$ cat config.mk
export PLATFORM = sky130hd
export DESIGN_NAME = c_literal_token_classifier_unit_flat
export DESIGN_NICKNAME = d
export VERILOG_FILES = /design/src/hdl/cltc_pkg.sv /design/src/hdl/cltc_in_if.sv /design/src/hdl/cltc_out_if.sv /design/src/hdl/cltc_next.sv /design/src/hdl/c_literal_token_classifier_unit.sv /design/src/flat_wrapper.sv
export SDC_FILE = /design/constraint.sdc
export NUM_CORES = 1
export LEC_CHECK = 0
export ABC_AREA = 1
export BUFFER_PORTS_ARGS = -buffer_cell sky130_fd_sc_hd__buf_2
export CAP_MARGIN = 10
export CORE_AREA = 2 2 101 103
export CTS_BUF_LIST = sky130_fd_sc_hd__clkbuf_4 sky130_fd_sc_hd__clkbuf_8 sky130_fd_sc_hd__clkbuf_16
export CTS_CLUSTER_SIZE = 8
export DETAILED_ROUTE_END_ITERATION = 8
export DIE_AREA = 0 0 103 105
export PLACE_DENSITY_LB_ADDON = 0.15
export SKIP_LAST_GASP = 1
export SYNTH_ARGS = -nofsm -noshare
export SYNTH_HDL_FRONTEND = slang
export SYNTH_HIERARCHICAL = 1
export SYNTH_SLANG_ARGS = --single-unit
$ cat constraint.sdc
create_clock -name i_clk -period 4.6 [get_ports i_clk]
set_input_delay 0.69 -clock i_clk [delete_from_list [all_inputs] [get_ports i_clk]]
set_output_delay 0.69 -clock i_clk [all_outputs]
set_load 0.01 [all_outputs]
$ cat src/hdl/cltc_pkg.sv
// ----------------------------------------------------------------------------
// cltc_pkg
// Types and constants shared by the literal token classifier modules.
// ----------------------------------------------------------------------------
package cltc_pkg;

    localparam int MODE_W = 5;
    localparam int SFX_W  = 5;
    localparam int ERR_W  = 4;
    localparam int KIND_W = 3;
    localparam int CH_W   = 8;

    // scanner modes
    localparam logic [MODE_W-1:0] M_START         = 5'd0;
    localparam logic [MODE_W-1:0] M_PFX1          = 5'd1;
    localparam logic [MODE_W-1:0] M_PFX_U8        = 5'd2;
    localparam logic [MODE_W-1:0] M_ZERO          = 5'd3;
    localparam logic [MODE_W-1:0] M_DEC_INT       = 5'd4;
    localparam logic [MODE_W-1:0] M_DEC_FRAC      = 5'd5;
    localparam logic [MODE_W-1:0] M_DEC_EXP_SIGN  = 5'd6;
    localparam logic [MODE_W-1:0] M_DEC_EXP_FIRST = 5'd7;
    localparam logic [MODE_W-1:0] M_DEC_EXP_DIG   = 5'd8;
    localparam logic [MODE_W-1:0] M_HEX_INT       = 5'd9;
    localparam logic [MODE_W-1:0] M_HEX_FRAC      = 5'd10;
    localparam logic [MODE_W-1:0] M_HEX_END       = 5'd11;
    localparam logic [MODE_W-1:0] M_HEX_EXP_SIGN  = 5'd12;
    localparam logic [MODE_W-1:0] M_HEX_EXP_FIRST = 5'd13;
    localparam logic [MODE_W-1:0] M_HEX_EXP_DIG   = 5'd14;
    localparam logic [MODE_W-1:0] M_SUFFIX        = 5'd15;
    localparam logic [MODE_W-1:0] M_CHAR_BODY     = 5'd16;
    localparam logic [MODE_W-1:0] M_STR_BODY      = 5'd17;
    localparam logic [MODE_W-1:0] M_CHAR_DONE     = 5'd18;
    localparam logic [MODE_W-1:0] M_STR_DONE      = 5'd19;
    localparam logic [MODE_W-1:0] M_ERR           = 5'd20;

    // suffix flag bits
    localparam int SF_U    = 0;
    localparam int SF_L    = 1;
    localparam int SF_PEND = 2;
    localparam int SF_SIZE = 3;
    localparam int SF_IMAG = 4;

    // prefix letter codes
    localparam logic [1:0] PFX_BIG_L   = 2'd0;
    localparam logic [1:0] PFX_SMALL_U = 2'd1;
    localparam logic [1:0] PFX_BIG_U   = 2'd2;

    // result kinds
    localparam logic [KIND_W-1:0] KIND_CHAR  = 3'd0;
    localparam logic [KIND_W-1:0] KIND_STR   = 3'd1;
    localparam logic [KIND_W-1:0] KIND_INT   = 3'd2;
    localparam logic [KIND_W-1:0] KIND_FLOAT = 3'd3;
    localparam logic [KIND_W-1:0] KIND_ERR   = 3'd4;

    // error codes
    localparam logic [ERR_W-1:0] ERR_NONE        = 4'd0;
    localparam logic [ERR_W-1:0] ERR_UNTERM_CHAR = 4'd1;
    localparam logic [ERR_W-1:0] ERR_UNTERM_STR  = 4'd2;
    localparam logic [ERR_W-1:0] ERR_FLOAT_SFX   = 4'd3;
    localparam logic [ERR_W-1:0] ERR_INT_SFX     = 4'd4;
    localparam logic [ERR_W-1:0] ERR_NO_HEX_DIG  = 4'd5;
    localparam logic [ERR_W-1:0] ERR_HEX_NO_EXP  = 4'd6;
    localparam logic [ERR_W-1:0] ERR_NO_P_DIG    = 4'd7;
    localparam logic [ERR_W-1:0] ERR_NO_E_DIG    = 4'd8;
    localparam logic [ERR_W-1:0] ERR_MALFORMED   = 4'd9;

    typedef struct packed {
        logic [MODE_W-1:0] mode;
        logic [1:0]        pfx;
        logic              is_float;
        logic              any_dig;
        logic              esc;
        logic [SFX_W-1:0]  sfx;
        logic              pend_upper;
        logic [ERR_W-1:0]  err;
    } t_scan_state;

    localparam t_scan_state ST_RESET = '{
        mode: M_START, pfx: PFX_BIG_L, is_float: 1'b0, any_dig: 1'b0, esc: 1'b0,
        sfx: '0, pend_upper: 1'b0, err: ERR_NONE
    };

    typedef struct packed {
        logic [KIND_W-1:0] kind;
        logic [ERR_W-1:0]  code;
    } t_result;

endpackage

$ cat src/hdl/cltc_in_if.sv
// ----------------------------------------------------------------------------
// cltc_in_if
// Token byte channel: one byte of literal text per word, with a last flag.
// ----------------------------------------------------------------------------
interface cltc_in_if;
    logic       valid;
    logic       ready;
    logic [7:0] ch;
    logic       last;

    modport source (output valid, output ch, output last, input ready);
    modport sink   (input valid, input ch, input last, output ready);
endinterface

$ cat src/hdl/cltc_out_if.sv
// ----------------------------------------------------------------------------
// cltc_out_if
// Classification channel: token kind and error code, one word per token.
// ----------------------------------------------------------------------------
interface cltc_out_if;
    logic       valid;
    logic       ready;
    logic [2:0] kind;
    logic [3:0] error_code;

    modport source (output valid, output kind, output error_code, input ready);
    modport sink   (input valid, input kind, input error_code, output ready);
endinterface

$ cat src/hdl/cltc_next.sv
// ----------------------------------------------------------------------------
// cltc_next
// Scanner next-state logic: steps the mode machine over one byte and, on the
// last byte, over the end marker, then classifies the token.
// ----------------------------------------------------------------------------
module cltc_next (
    input  cltc_pkg::t_scan_state i_st,
    input  logic [7:0]            i_ch,
    input  logic                  i_last,
    output cltc_pkg::t_scan_state o_st,
    output cltc_pkg::t_result     o_res
);
    import cltc_pkg::*;

    // worst fall-through chain is three modes deep
    localparam int STEP_MAX = 3;

    // bit 8 set marks end of token
    localparam logic [8:0] END_MARK = 9'h100;
    localparam logic [8:0] C_SQ     = 9'h027;
    localparam logic [8:0] C_DQ     = 9'h022;
    localparam logic [8:0] C_BSL    = 9'h05C;
    localparam logic [8:0] C_NL     = 9'h00A;
    localparam logic [8:0] C_DOT    = 9'h02E;
    localparam logic [8:0] C_PLUS   = 9'h02B;
    localparam logic [8:0] C_MINUS  = 9'h02D;
    localparam logic [8:0] C_0      = 9'h030;
    localparam logic [8:0] C_8      = 9'h038;
    localparam logic [8:0] C_9      = 9'h039;
    localparam logic [8:0] C_UA     = 9'h041;
    localparam logic [8:0] C_UE     = 9'h045;
    localparam logic [8:0] C_UF     = 9'h046;
    localparam logic [8:0] C_UI     = 9'h049;
    localparam logic [8:0] C_UJ     = 9'h04A;
    localparam logic [8:0] C_UL     = 9'h04C;
    localparam logic [8:0] C_UP     = 9'h050;
    localparam logic [8:0] C_UU     = 9'h055;
    localparam logic [8:0] C_UX     = 9'h058;
    localparam logic [8:0] C_UZ     = 9'h05A;
    localparam logic [8:0] C_USC    = 9'h05F;
    localparam logic [8:0] C_LA     = 9'h061;
    localparam logic [8:0] C_LE     = 9'h065;
    localparam logic [8:0] C_LF     = 9'h066;
    localparam logic [8:0] C_LI     = 9'h069;
    localparam logic [8:0] C_LJ     = 9'h06A;
    localparam logic [8:0] C_LL     = 9'h06C;
    localparam logic [8:0] C_LP     = 9'h070;
    localparam logic [8:0] C_LU     = 9'h075;
    localparam logic [8:0] C_LX     = 9'h078;
    localparam logic [8:0] C_LZ     = 9'h07A;

    typedef struct packed {
        t_scan_state st;
        logic        again;
    } t_step;

    function automatic logic is_dig(logic [8:0] c);
        return (c >= C_0) && (c <= C_9);
    endfunction

    function automatic logic is_hex(logic [8:0] c);
        return is_dig(c) || ((c >= C_LA) && (c <= C_LF)) || ((c >= C_UA) && (c <= C_UF));
    endfunction

    function automatic logic is_ident(logic [8:0] c);
        return is_dig(c) || ((c >= C_LA) && (c <= C_LZ)) || ((c >= C_UA) && (c <= C_UZ))
            || (c == C_USC);
    endfunction

    function automatic t_scan_state fail(t_scan_state s, logic [ERR_W-1:0] code);
        t_scan_state r;
        r      = s;
        r.err  = code;
        r.mode = M_ERR;
        return r;
    endfunction

    // one suffix character; failure goes straight to the error mode
    function automatic t_scan_state sfx_char(t_scan_state s, logic [8:0] c);
        t_scan_state r;
        logic        pend_hit;
        r        = s;
        pend_hit = s.sfx[SF_PEND] && (s.pend_upper ? (c == C_UL) : (c == C_LL));
        if (s.is_float) begin
            if ((c == C_LF) || (c == C_UF) || (c == C_LL) || (c == C_UL)) begin
                if (s.sfx[SF_SIZE]) r = fail(s, ERR_FLOAT_SFX);
                else r.sfx[SF_SIZE] = 1'b1;
            end else if ((c == C_LI) || (c == C_UI) || (c == C_LJ) || (c == C_UJ)) begin
                if (s.sfx[SF_IMAG]) r = fail(s, ERR_FLOAT_SFX);
                else r.sfx[SF_IMAG] = 1'b1;
            end else begin
                r = fail(s, ERR_FLOAT_SFX);
            end
        end else if (pend_hit) begin
            r.sfx[SF_PEND] = 1'b0;
        end else begin
            r.sfx[SF_PEND] = 1'b0;
            if (((c == C_LU) || (c == C_UU)) && !s.sfx[SF_U]) begin
                r.sfx[SF_U] = 1'b1;
            end else if (((c == C_LL) || (c == C_UL)) && !s.sfx[SF_L]) begin
                r.sfx[SF_L]    = 1'b1;
                r.sfx[SF_PEND] = 1'b1;
                r.pend_upper   = (c == C_UL);
            end else begin
                r = fail(r, ERR_INT_SFX);
            end
        end
        return r;
    endfunction

    function automatic t_step scan_step(t_scan_state s, logic [8:0] c);
        t_step r;
        logic  hx;
        logic  sign_ok;
        logic  chr;
        r.st    = s;
        r.again = 1'b0;
        hx      = (s.mode == M_HEX_EXP_SIGN) || (s.mode == M_HEX_EXP_FIRST);
        sign_ok = (s.mode == M_DEC_EXP_SIGN) || (s.mode == M_HEX_EXP_SIGN);
        chr     = (s.mode == M_CHAR_BODY);
        case (s.mode)
            M_START: begin
                if (c == C_SQ) r.st.mode = M_CHAR_BODY;
                else if (c == C_DQ) r.st.mode = M_STR_BODY;
                else if ((c == C_UL) || (c == C_LU) || (c == C_UU)) begin
                    r.st.pfx  = (c == C_UL) ? PFX_BIG_L : ((c == C_LU) ? PFX_SMALL_U : PFX_BIG_U);
                    r.st.mode = M_PFX1;
                end else if (c == C_0) r.st.mode = M_ZERO;
                else begin
                    r.st.mode = M_DEC_INT;
                    r.again   = 1'b1;
                end
            end
            M_PFX1: begin
                if (c == C_SQ) r.st.mode = M_CHAR_BODY;
                else if (c == C_DQ) r.st.mode = M_STR_BODY;
                else if ((s.pfx == PFX_SMALL_U) && (c == C_8)) r.st.mode = M_PFX_U8;
                else begin
                    if (s.pfx == PFX_BIG_L) begin
                        r.st.sfx        = '0;
                        r.st.sfx[SF_L]    = 1'b1;
                        r.st.sfx[SF_PEND] = 1'b1;
                        r.st.pend_upper   = 1'b1;
                    end else begin
                        r.st.sfx       = '0;
                        r.st.sfx[SF_U] = 1'b1;
                    end
                    r.st.mode = M_SUFFIX;
                    r.again   = 1'b1;
                end
            end
            M_PFX_U8: begin
                if (c == C_DQ) r.st.mode = M_STR_BODY;
                else r.st = fail(s, ERR_INT_SFX);
            end
            M_ZERO: begin
                if ((c == C_LX) || (c == C_UX)) r.st.mode = M_HEX_INT;
                else begin
                    r.st.mode = M_DEC_INT;
                    r.again   = 1'b1;
                end
            end
            M_DEC_INT, M_DEC_FRAC: begin
                if (!is_dig(c)) begin
                    if ((c == C_DOT) && (s.mode == M_DEC_INT)) begin
                        r.st.is_float = 1'b1;
                        r.st.mode     = M_DEC_FRAC;
                    end else if ((c == C_LE) || (c == C_UE)) begin
                        r.st.is_float = 1'b1;
                        r.st.mode     = M_DEC_EXP_SIGN;
                    end else begin
                        r.st.mode = M_SUFFIX;
                        r.again   = 1'b1;
                    end
                end
            end
            M_HEX_INT, M_HEX_FRAC: begin
                if (is_hex(c)) r.st.any_dig = 1'b1;
                else if ((c == C_DOT) && (s.mode == M_HEX_INT)) begin
                    r.st.is_float = 1'b1;
                    r.st.mode     = M_HEX_FRAC;
                end else begin
                    r.st.mode = M_HEX_END;
                    r.again   = 1'b1;
                end
            end
            M_HEX_END: begin
                if (!s.any_dig) r.st = fail(s, ERR_NO_HEX_DIG);
                else if ((c == C_LP) || (c == C_UP)) begin
                    r.st.is_float = 1'b1;
                    r.st.mode     = M_HEX_EXP_SIGN;
                end else if (s.is_float) r.st = fail(s, ERR_HEX_NO_EXP);
                else begin
                    r.st.mode = M_SUFFIX;
                    r.again   = 1'b1;
                end
            end
            M_DEC_EXP_SIGN, M_HEX_EXP_SIGN, M_DEC_EXP_FIRST, M_HEX_EXP_FIRST: begin
                if (is_dig(c)) r.st.mode = hx ? M_HEX_EXP_DIG : M_DEC_EXP_DIG;
                else if (sign_ok && ((c == C_PLUS) || (c == C_MINUS)))
                    r.st.mode = hx ? M_HEX_EXP_FIRST : M_DEC_EXP_FIRST;
                else r.st = fail(s, hx ? ERR_NO_P_DIG : ERR_NO_E_DIG);
            end
            M_DEC_EXP_DIG, M_HEX_EXP_DIG: begin
                if (!is_dig(c)) begin
                    r.st.mode = M_SUFFIX;
                    r.again   = 1'b1;
                end
            end
            M_SUFFIX: begin
                if (c != END_MARK) begin
                    if (!is_ident(c)) r.st = fail(s, ERR_MALFORMED);
                    else r.st = sfx_char(s, c);
                end
            end
            M_CHAR_BODY, M_STR_BODY: begin
                if (c == END_MARK) r.st = fail(s, chr ? ERR_UNTERM_CHAR : ERR_UNTERM_STR);
                else if (s.esc) r.st.esc = 1'b0;
                else if (c == (chr ? C_SQ : C_DQ)) r.st.mode = chr ? M_CHAR_DONE : M_STR_DONE;
                else if (c == C_NL) r.st = fail(s, chr ? ERR_UNTERM_CHAR : ERR_UNTERM_STR);
                else if (c == C_BSL) r.st.esc = 1'b1;
            end
            M_CHAR_DONE, M_STR_DONE: begin
                if (c != END_MARK) r.st = fail(s, ERR_MALFORMED);
            end
            default: begin
            end
        endcase
        return r;
    endfunction

    function automatic t_scan_state feed(t_scan_state s, logic [8:0] c);
        t_scan_state st;
        t_step       t;
        logic        go;
        st = s;
        go = 1'b1;
        for (int k = 0; k < STEP_MAX; k++) begin
            if (go) begin
                t  = scan_step(st, c);
                st = t.st;
                go = t.again;
            end
        end
        return st;
    endfunction

    t_scan_state st_byte;
    t_scan_state st_end;

    always_comb begin
        st_byte = feed(i_st, {1'b0, i_ch});
        st_end  = feed(st_byte, END_MARK);
        o_res.kind = KIND_ERR;
        o_res.code = ERR_NONE;
        case (st_end.mode)
            M_SUFFIX:    o_res.kind = st_end.is_float ? KIND_FLOAT : KIND_INT;
            M_CHAR_DONE: o_res.kind = KIND_CHAR;
            M_STR_DONE:  o_res.kind = KIND_STR;
            M_ERR:       o_res.code = st_end.err;
            default:     o_res.code = ERR_MALFORMED;
        endcase
        o_st = i_last ? ST_RESET : st_byte;
    end

endmodule

$ cat src/hdl/c_literal_token_classifier_unit.sv
// ----------------------------------------------------------------------------
// c_literal_token_classifier_unit
// Classifies a C literal token streamed one byte per word; reports kind and
// error code on the token's last byte.
//
//   channel  dir  words                 payload
//   i_tok    in   one per token byte    ch[7:0], last
//   o_res    out  one per token         kind[2:0], error_code[3:0]
//
// One byte word is taken every cycle while no last byte waits on a held result;
// the scanner state register closes a loop through the next-state logic.
// On the result path the last byte lands in the input register, then the verdict
// in the result register, which also raises the result word's valid.
// i_rst_n is synchronous; it returns the scanner to token start and drops
// both valid flags. A held result stalls only a last byte behind it.
// ----------------------------------------------------------------------------
module c_literal_token_classifier_unit (
    input  logic              i_clk,
    input  logic              i_rst_n,
    cltc_in_if.sink           i_tok,
    cltc_out_if.source        o_res
);
    import cltc_pkg::*;

    logic              r_in_valid;
    logic [CH_W-1:0]   r_ch;
    logic              r_last;
    t_scan_state       r_st;
    t_scan_state       n_st;
    t_result           n_res;
    logic              r_out_valid;
    t_result           r_res;
    logic              out_free;
    logic              s1_go;

    assign out_free    = !r_out_valid || o_res.ready;
    assign s1_go       = r_in_valid && (!r_last || out_free);
    assign i_tok.ready = !r_in_valid || s1_go;

    cltc_next u_next (
        .i_st   (r_st),
        .i_ch   (r_ch),
        .i_last (r_last),
        .o_st   (n_st),
        .o_res  (n_res)
    );

    always_ff @(posedge i_clk) begin
        if (!i_rst_n) begin
            r_in_valid  <= 1'b0;
            r_st        <= ST_RESET;
            r_out_valid <= 1'b0;
        end else begin
            if (i_tok.ready) begin
                r_in_valid <= i_tok.valid;
            end
            if (s1_go) begin
                r_st <= n_st;
            end
            if (s1_go && r_last) begin
                r_out_valid <= 1'b1;
            end else if (o_res.ready) begin
                r_out_valid <= 1'b0;
            end
        end
    end

    always_ff @(posedge i_clk) begin
        if (i_tok.valid && i_tok.ready) begin
            r_ch   <= i_tok.ch;
            r_last <= i_tok.last;
        end
        if (s1_go && r_last) begin
            r_res <= n_res;
        end
    end

    assign o_res.valid      = r_out_valid;
    assign o_res.kind       = r_res.kind;
    assign o_res.error_code = r_res.code;

`ifndef SYNTHESIS
    a_err_code_iff_error: assert property (@(posedge i_clk) disable iff (!i_rst_n)
        r_out_valid |-> ((r_res.kind == KIND_ERR) == (r_res.code != ERR_NONE)))
        else $error("error code does not match kind");

    a_restart_after_last: assert property (@(posedge i_clk) disable iff (!i_rst_n)
        (s1_go && r_last) |=> (r_st == ST_RESET))
        else $error("scanner not back at token start after last byte");

    a_word_kept: assert property (@(posedge i_clk) disable iff (!i_rst_n)
        (r_in_valid && !s1_go) |=> (r_in_valid && $stable(r_ch) && $stable(r_last)))
        else $error("stalled byte word lost");

    a_err_latched: assert property (@(posedge i_clk) disable iff (!i_rst_n)
        (r_st.mode == M_ERR) |-> (r_st.err != ERR_NONE))
        else $error("error mode without error code");
`endif

endmodule
$ cat src/flat_wrapper.sv
// flat-port wrapper written by rule: the top's interface ports become plain ports
module c_literal_token_classifier_unit_flat import cltc_pkg::*;
  (i_clk, i_rst_n, i_tok_valid, i_tok_ch, i_tok_last, i_tok_ready, o_res_valid, o_res_kind, o_res_error_code, o_res_ready);
  cltc_in_if i_tok_i ();
  cltc_out_if o_res_i ();
  input  logic i_clk;
  input  logic i_rst_n;
  input wire logic [$bits(i_tok_i.valid)-1:0] i_tok_valid;
  input wire logic [$bits(i_tok_i.ch)-1:0] i_tok_ch;
  input wire logic [$bits(i_tok_i.last)-1:0] i_tok_last;
  output wire logic [$bits(i_tok_i.ready)-1:0] i_tok_ready;
  output wire logic [$bits(o_res_i.valid)-1:0] o_res_valid;
  output wire logic [$bits(o_res_i.kind)-1:0] o_res_kind;
  output wire logic [$bits(o_res_i.error_code)-1:0] o_res_error_code;
  input wire logic [$bits(o_res_i.ready)-1:0] o_res_ready;
  assign i_tok_i.valid = i_tok_valid;
  assign i_tok_i.ch = i_tok_ch;
  assign i_tok_i.last = i_tok_last;
  assign i_tok_ready = i_tok_i.ready;
  assign o_res_valid = o_res_i.valid;
  assign o_res_kind = o_res_i.kind;
  assign o_res_error_code = o_res_i.error_code;
  assign o_res_i.ready = o_res_ready;
  c_literal_token_classifier_unit u_core (.i_clk(i_clk), .i_rst_n(i_rst_n), .i_tok(i_tok_i), .o_res(o_res_i));
endmodule
==> flow_summary.json <==
{
  "status": "completed",
  "max_slew_margin_pct": 39.2,
  "grt_overflow_total": 0,
  "cts.sinks": 38,
  "ant_nets": 0,
  "hold_buffers": 0,
  "required_ps": 4670,
  "finalHoldViolations": 0,
  "ys.warnings.count": 6,
  "cpMostUsedCell": "nand2_1",
  "worstSetupStartpointType": "register",
  "area_delta_synth_final_pct": 13.7,
  "max_cap_viol_count": 0,
  "yosys.area.top_type": "nand2_1",
  "drt_iter0_drc": 796,
  "synth.top_cell.area_share_pct": 22.6,
  "async_reset_ff_share_pct": 0,
  "grt_pass1_wl_um": 29500,
  "slew_viol_final": 0,
  "ys_top_cells_by_area": "nand2_1 23%, nor2_1 11%, nand3_1 10%",
  "reg2reg_from": "u_core/r_ch[7]",
  "holdPathStages": 2,
  "crit_slowest_cell": "edfxtp_1",
  "die-area_sq_mm": 0.0108,
  "htree_levels": 2,
  "cts_buffers": 5,
  "num_io_pins": 22,
  "grt_usage_pct": 35.2,
  "setup_slack_ps": 356,
  "die_y_um": 105,
  "synth_edf_count": 16,
  "syn_inst": 991,
  "r2r_end": "u_core/o_res.error_code[3]",
  "clk_latency_ps": 320,
  "power.switching_uw": 935,
  "p_clk_share_pct": 14.5,
  "nFillCells": 1022,
  "holdCritStartpoint": "u_core/r_st[6]",
  "finalCriticalPeriod_ps": 4240,
  "cp_max_fo": 7,
  "clock_skew_ps": 19.6,
  "drt_wl_total_um": 18900,
  "synthesis.area_sq_mm": 0.00524,
  "synth_fp_nets": 1004,
  "grt_max_degree": 44,
  "pwr-share-seq_pct": 23.6,
  "place_congestion": 1.08,
  "hpwl_um": 15000,
  "synth.distinct_cells": 42,
  "reg2reg_slack_ps": 360,
  "port-buffer-count": 21,
  "worst_slew_pin_slew_ps": 912,
  "synth.avg_cell_area_sq_um": 5.28,
  "fin_util_pct": 61.8,
  "ys_seq_elements": 38,
  "start_util_pct": 54.3,
  "clkTransAtPathRegs_ps": 80,
  "synthFlopType": "dfxtp_1",
  "switching_share_pct": 51.1,
  "grt_pass1_vias": 5741,
  "path_class": "reg2reg",
  "rows": 36,
  "cts_tree": "done",
  "drt-wirelength-per-cell_um": 16.0,
  "clock_path_buffers": 2,
  "nets": 1056,
  "root_buffer": "clkbuf_8",
  "firstDrtPassIters": 6,
  "cp.arrival_ps": 4320,
  "max_stage_delay_ps": 450,
  "worst_setup_path_end_kind": "register",
  "p_per_area_mw_per_mm2": 307,
  "whs_endpoint": "u_core/r_st[6]",
  "antenna_found_initial": 0,
  "viasPerCell": 5.66,
  "fin_crit_sh_pct": 92.3,
  "combPwrFrac_pct": 61.9,
  "r2r_cells": 30,
  "p_leak_uw": 0.00308,
  "finalSetupViolations": 0,
  "max_freq_mhz": 236,
  "dp_slack_ps": -57.7,
  "vias": 6667,
  "die_x_um": 103,
  "coreArea_sq_mm": 0.00964,
  "ys_seq_area_share_pct": 17.6,
  "diodes": 0,
  "drcViolationCount": 0,
  "drive_gt1_share_pct": 17.1,
  "power.internal_uw": 896,
  "hold_path.class": "reg2reg",
  "peakVddDrop_mv": 0.177
}
==> cell usage in the layout, fill, tap and decap left out, drive strengths merged, types with 2 or more instances in the layout <==
cell type,instances
a31oi,7
edfxtp,16
clkbuf,6
o31ai,4
o21ai,40
nand3,125
o2111ai,2
a21boi,3
clkinv,5
nand4,24
o211ai,5
buf,67
a211oi,2
inv,146
and2,2
dfxtp,22
a21oi,51
nand2,324
nor3,9
nor2,173
o21a,2
==> layer usage <==
metal	global-route usage [%]	share of wire, %	up-vias
met4	12.1	3.5	0
li1	-	-	3293
met1	48.6	42	2911
met5	0	0	-
met3	5.35	10	54
met2	55.3	44	409
==> registers in the layout, indices dropped and copies added (netlist names) <==
name / flops
u_core/r_st: 20
u_core/r_last: 1
u_core/o_res.error_code: 4
u_core/o_res.valid: 1
u_core/r_in_valid: 1
u_core/r_ch: 8
u_core/o_res.kind: 3
==> per-stage QoR <==
step,std cells,cell area (sq um),total power [uW],TNS (ps),hold WS (ps)
3_3_place_gp,1153,5600,1500,-121,472
2_1_floorplan,991,5240,1240,0,446
6_report,1177,5960,1830,0,505
3_5_place_dp,1153,5600,1500,-114,485
5_1_grt,1177,5960,1990,-58.2,538
4_1_cts,1161,5700,1770,0,505
==> power groups by stage <==
| stage | Sequential [uW] | Combinational (uW) | Clock, uW |
|---|---|---|---|
| floorplan | 429 | 814 | 0 |
| global placement | 441 | 1060 | 0 |
| detailed placement | 441 | 1060 | 0 |
| CTS | 433 | 1060 | 276 |
| global route | 436 | 1270 | 284 |
| finish | 432 | 1130 | 266 |
==> worst max path at each step <==
stage                        start  cells past startpoint                    endpoint
floorplan           u_core/r_ch[6]                     29  u_core/o_res.error_code[0]
global placement    u_core/r_ch[7]                     28  u_core/o_res.error_code[0]
detailed placement  u_core/r_ch[7]                     28  u_core/o_res.error_code[3]
CTS                 u_core/r_ch[7]                     28  u_core/o_res.error_code[3]
global route        u_core/r_ch[1]                     31  u_core/o_res.error_code[0]
finish              u_core/r_ch[7]                     30  u_core/o_res.error_code[3]
==> critical path: cells and delay by family, from the launching register on <==
kind,cells,cell delay [ps]
compound gates,2,450
buf+inv,3,280
flops,1,450
simple gates,25,2840
==> final cells by class <==
class / count / area (sq um) / area share [%]
multi-input cells: 781 / 3750 / 63.0
clock buffers: 6 / 82.6 / 1.39
flip-flops and latches: 38 / 926 / 15.5
inverters: 150 / 563 / 9.45
clock inverters: 2 / 12.5 / 0.210
repair buffers: 67 / 450 / 7.56
well taps: 133 / 166 / 2.79
==> synthesized netlist by cell type, drive strengths merged (2+ instances only) <==
cell / n
clkinv: 4
o31ai: 4
o21ai: 40
nand2: 324
o211ai: 5
o21a: 2
edfxtp: 16
a211oi: 2
and2: 2
o2111ai: 2
clkbuf: 5
buf: 17
inv: 146
nand3: 125
nand4: 24
dfxtp: 22
nor3: 9
a21boi: 3
a31oi: 7
a21oi: 51
nor2: 173
==> cells by family (layout without fill, tap and decap cells) <==
| logic type | after synthesis | count (layout) | synth area share (%) |
|---|---|---|---|
| AO/OA/AOI/OAI | 121 | 121 | 13.2 |
| AND/OR/NAND/NOR | 660 | 660 | 55.9 |
| flip-flops | 38 | 38 | 17.6 |
| buffers and inverters | 172 | 225 | 13.3 |
==> timing repair <==
| item | in CTS | in global routing |
|---|---|---|
| gates resized for setup | 1 | 38 |
| pin swaps | 0 | 5 |
| buffers inserted | 0 | 16 |
| endpoints found under the setup margin | 2 | 18 |
Power figures use the tool's default switching activity.
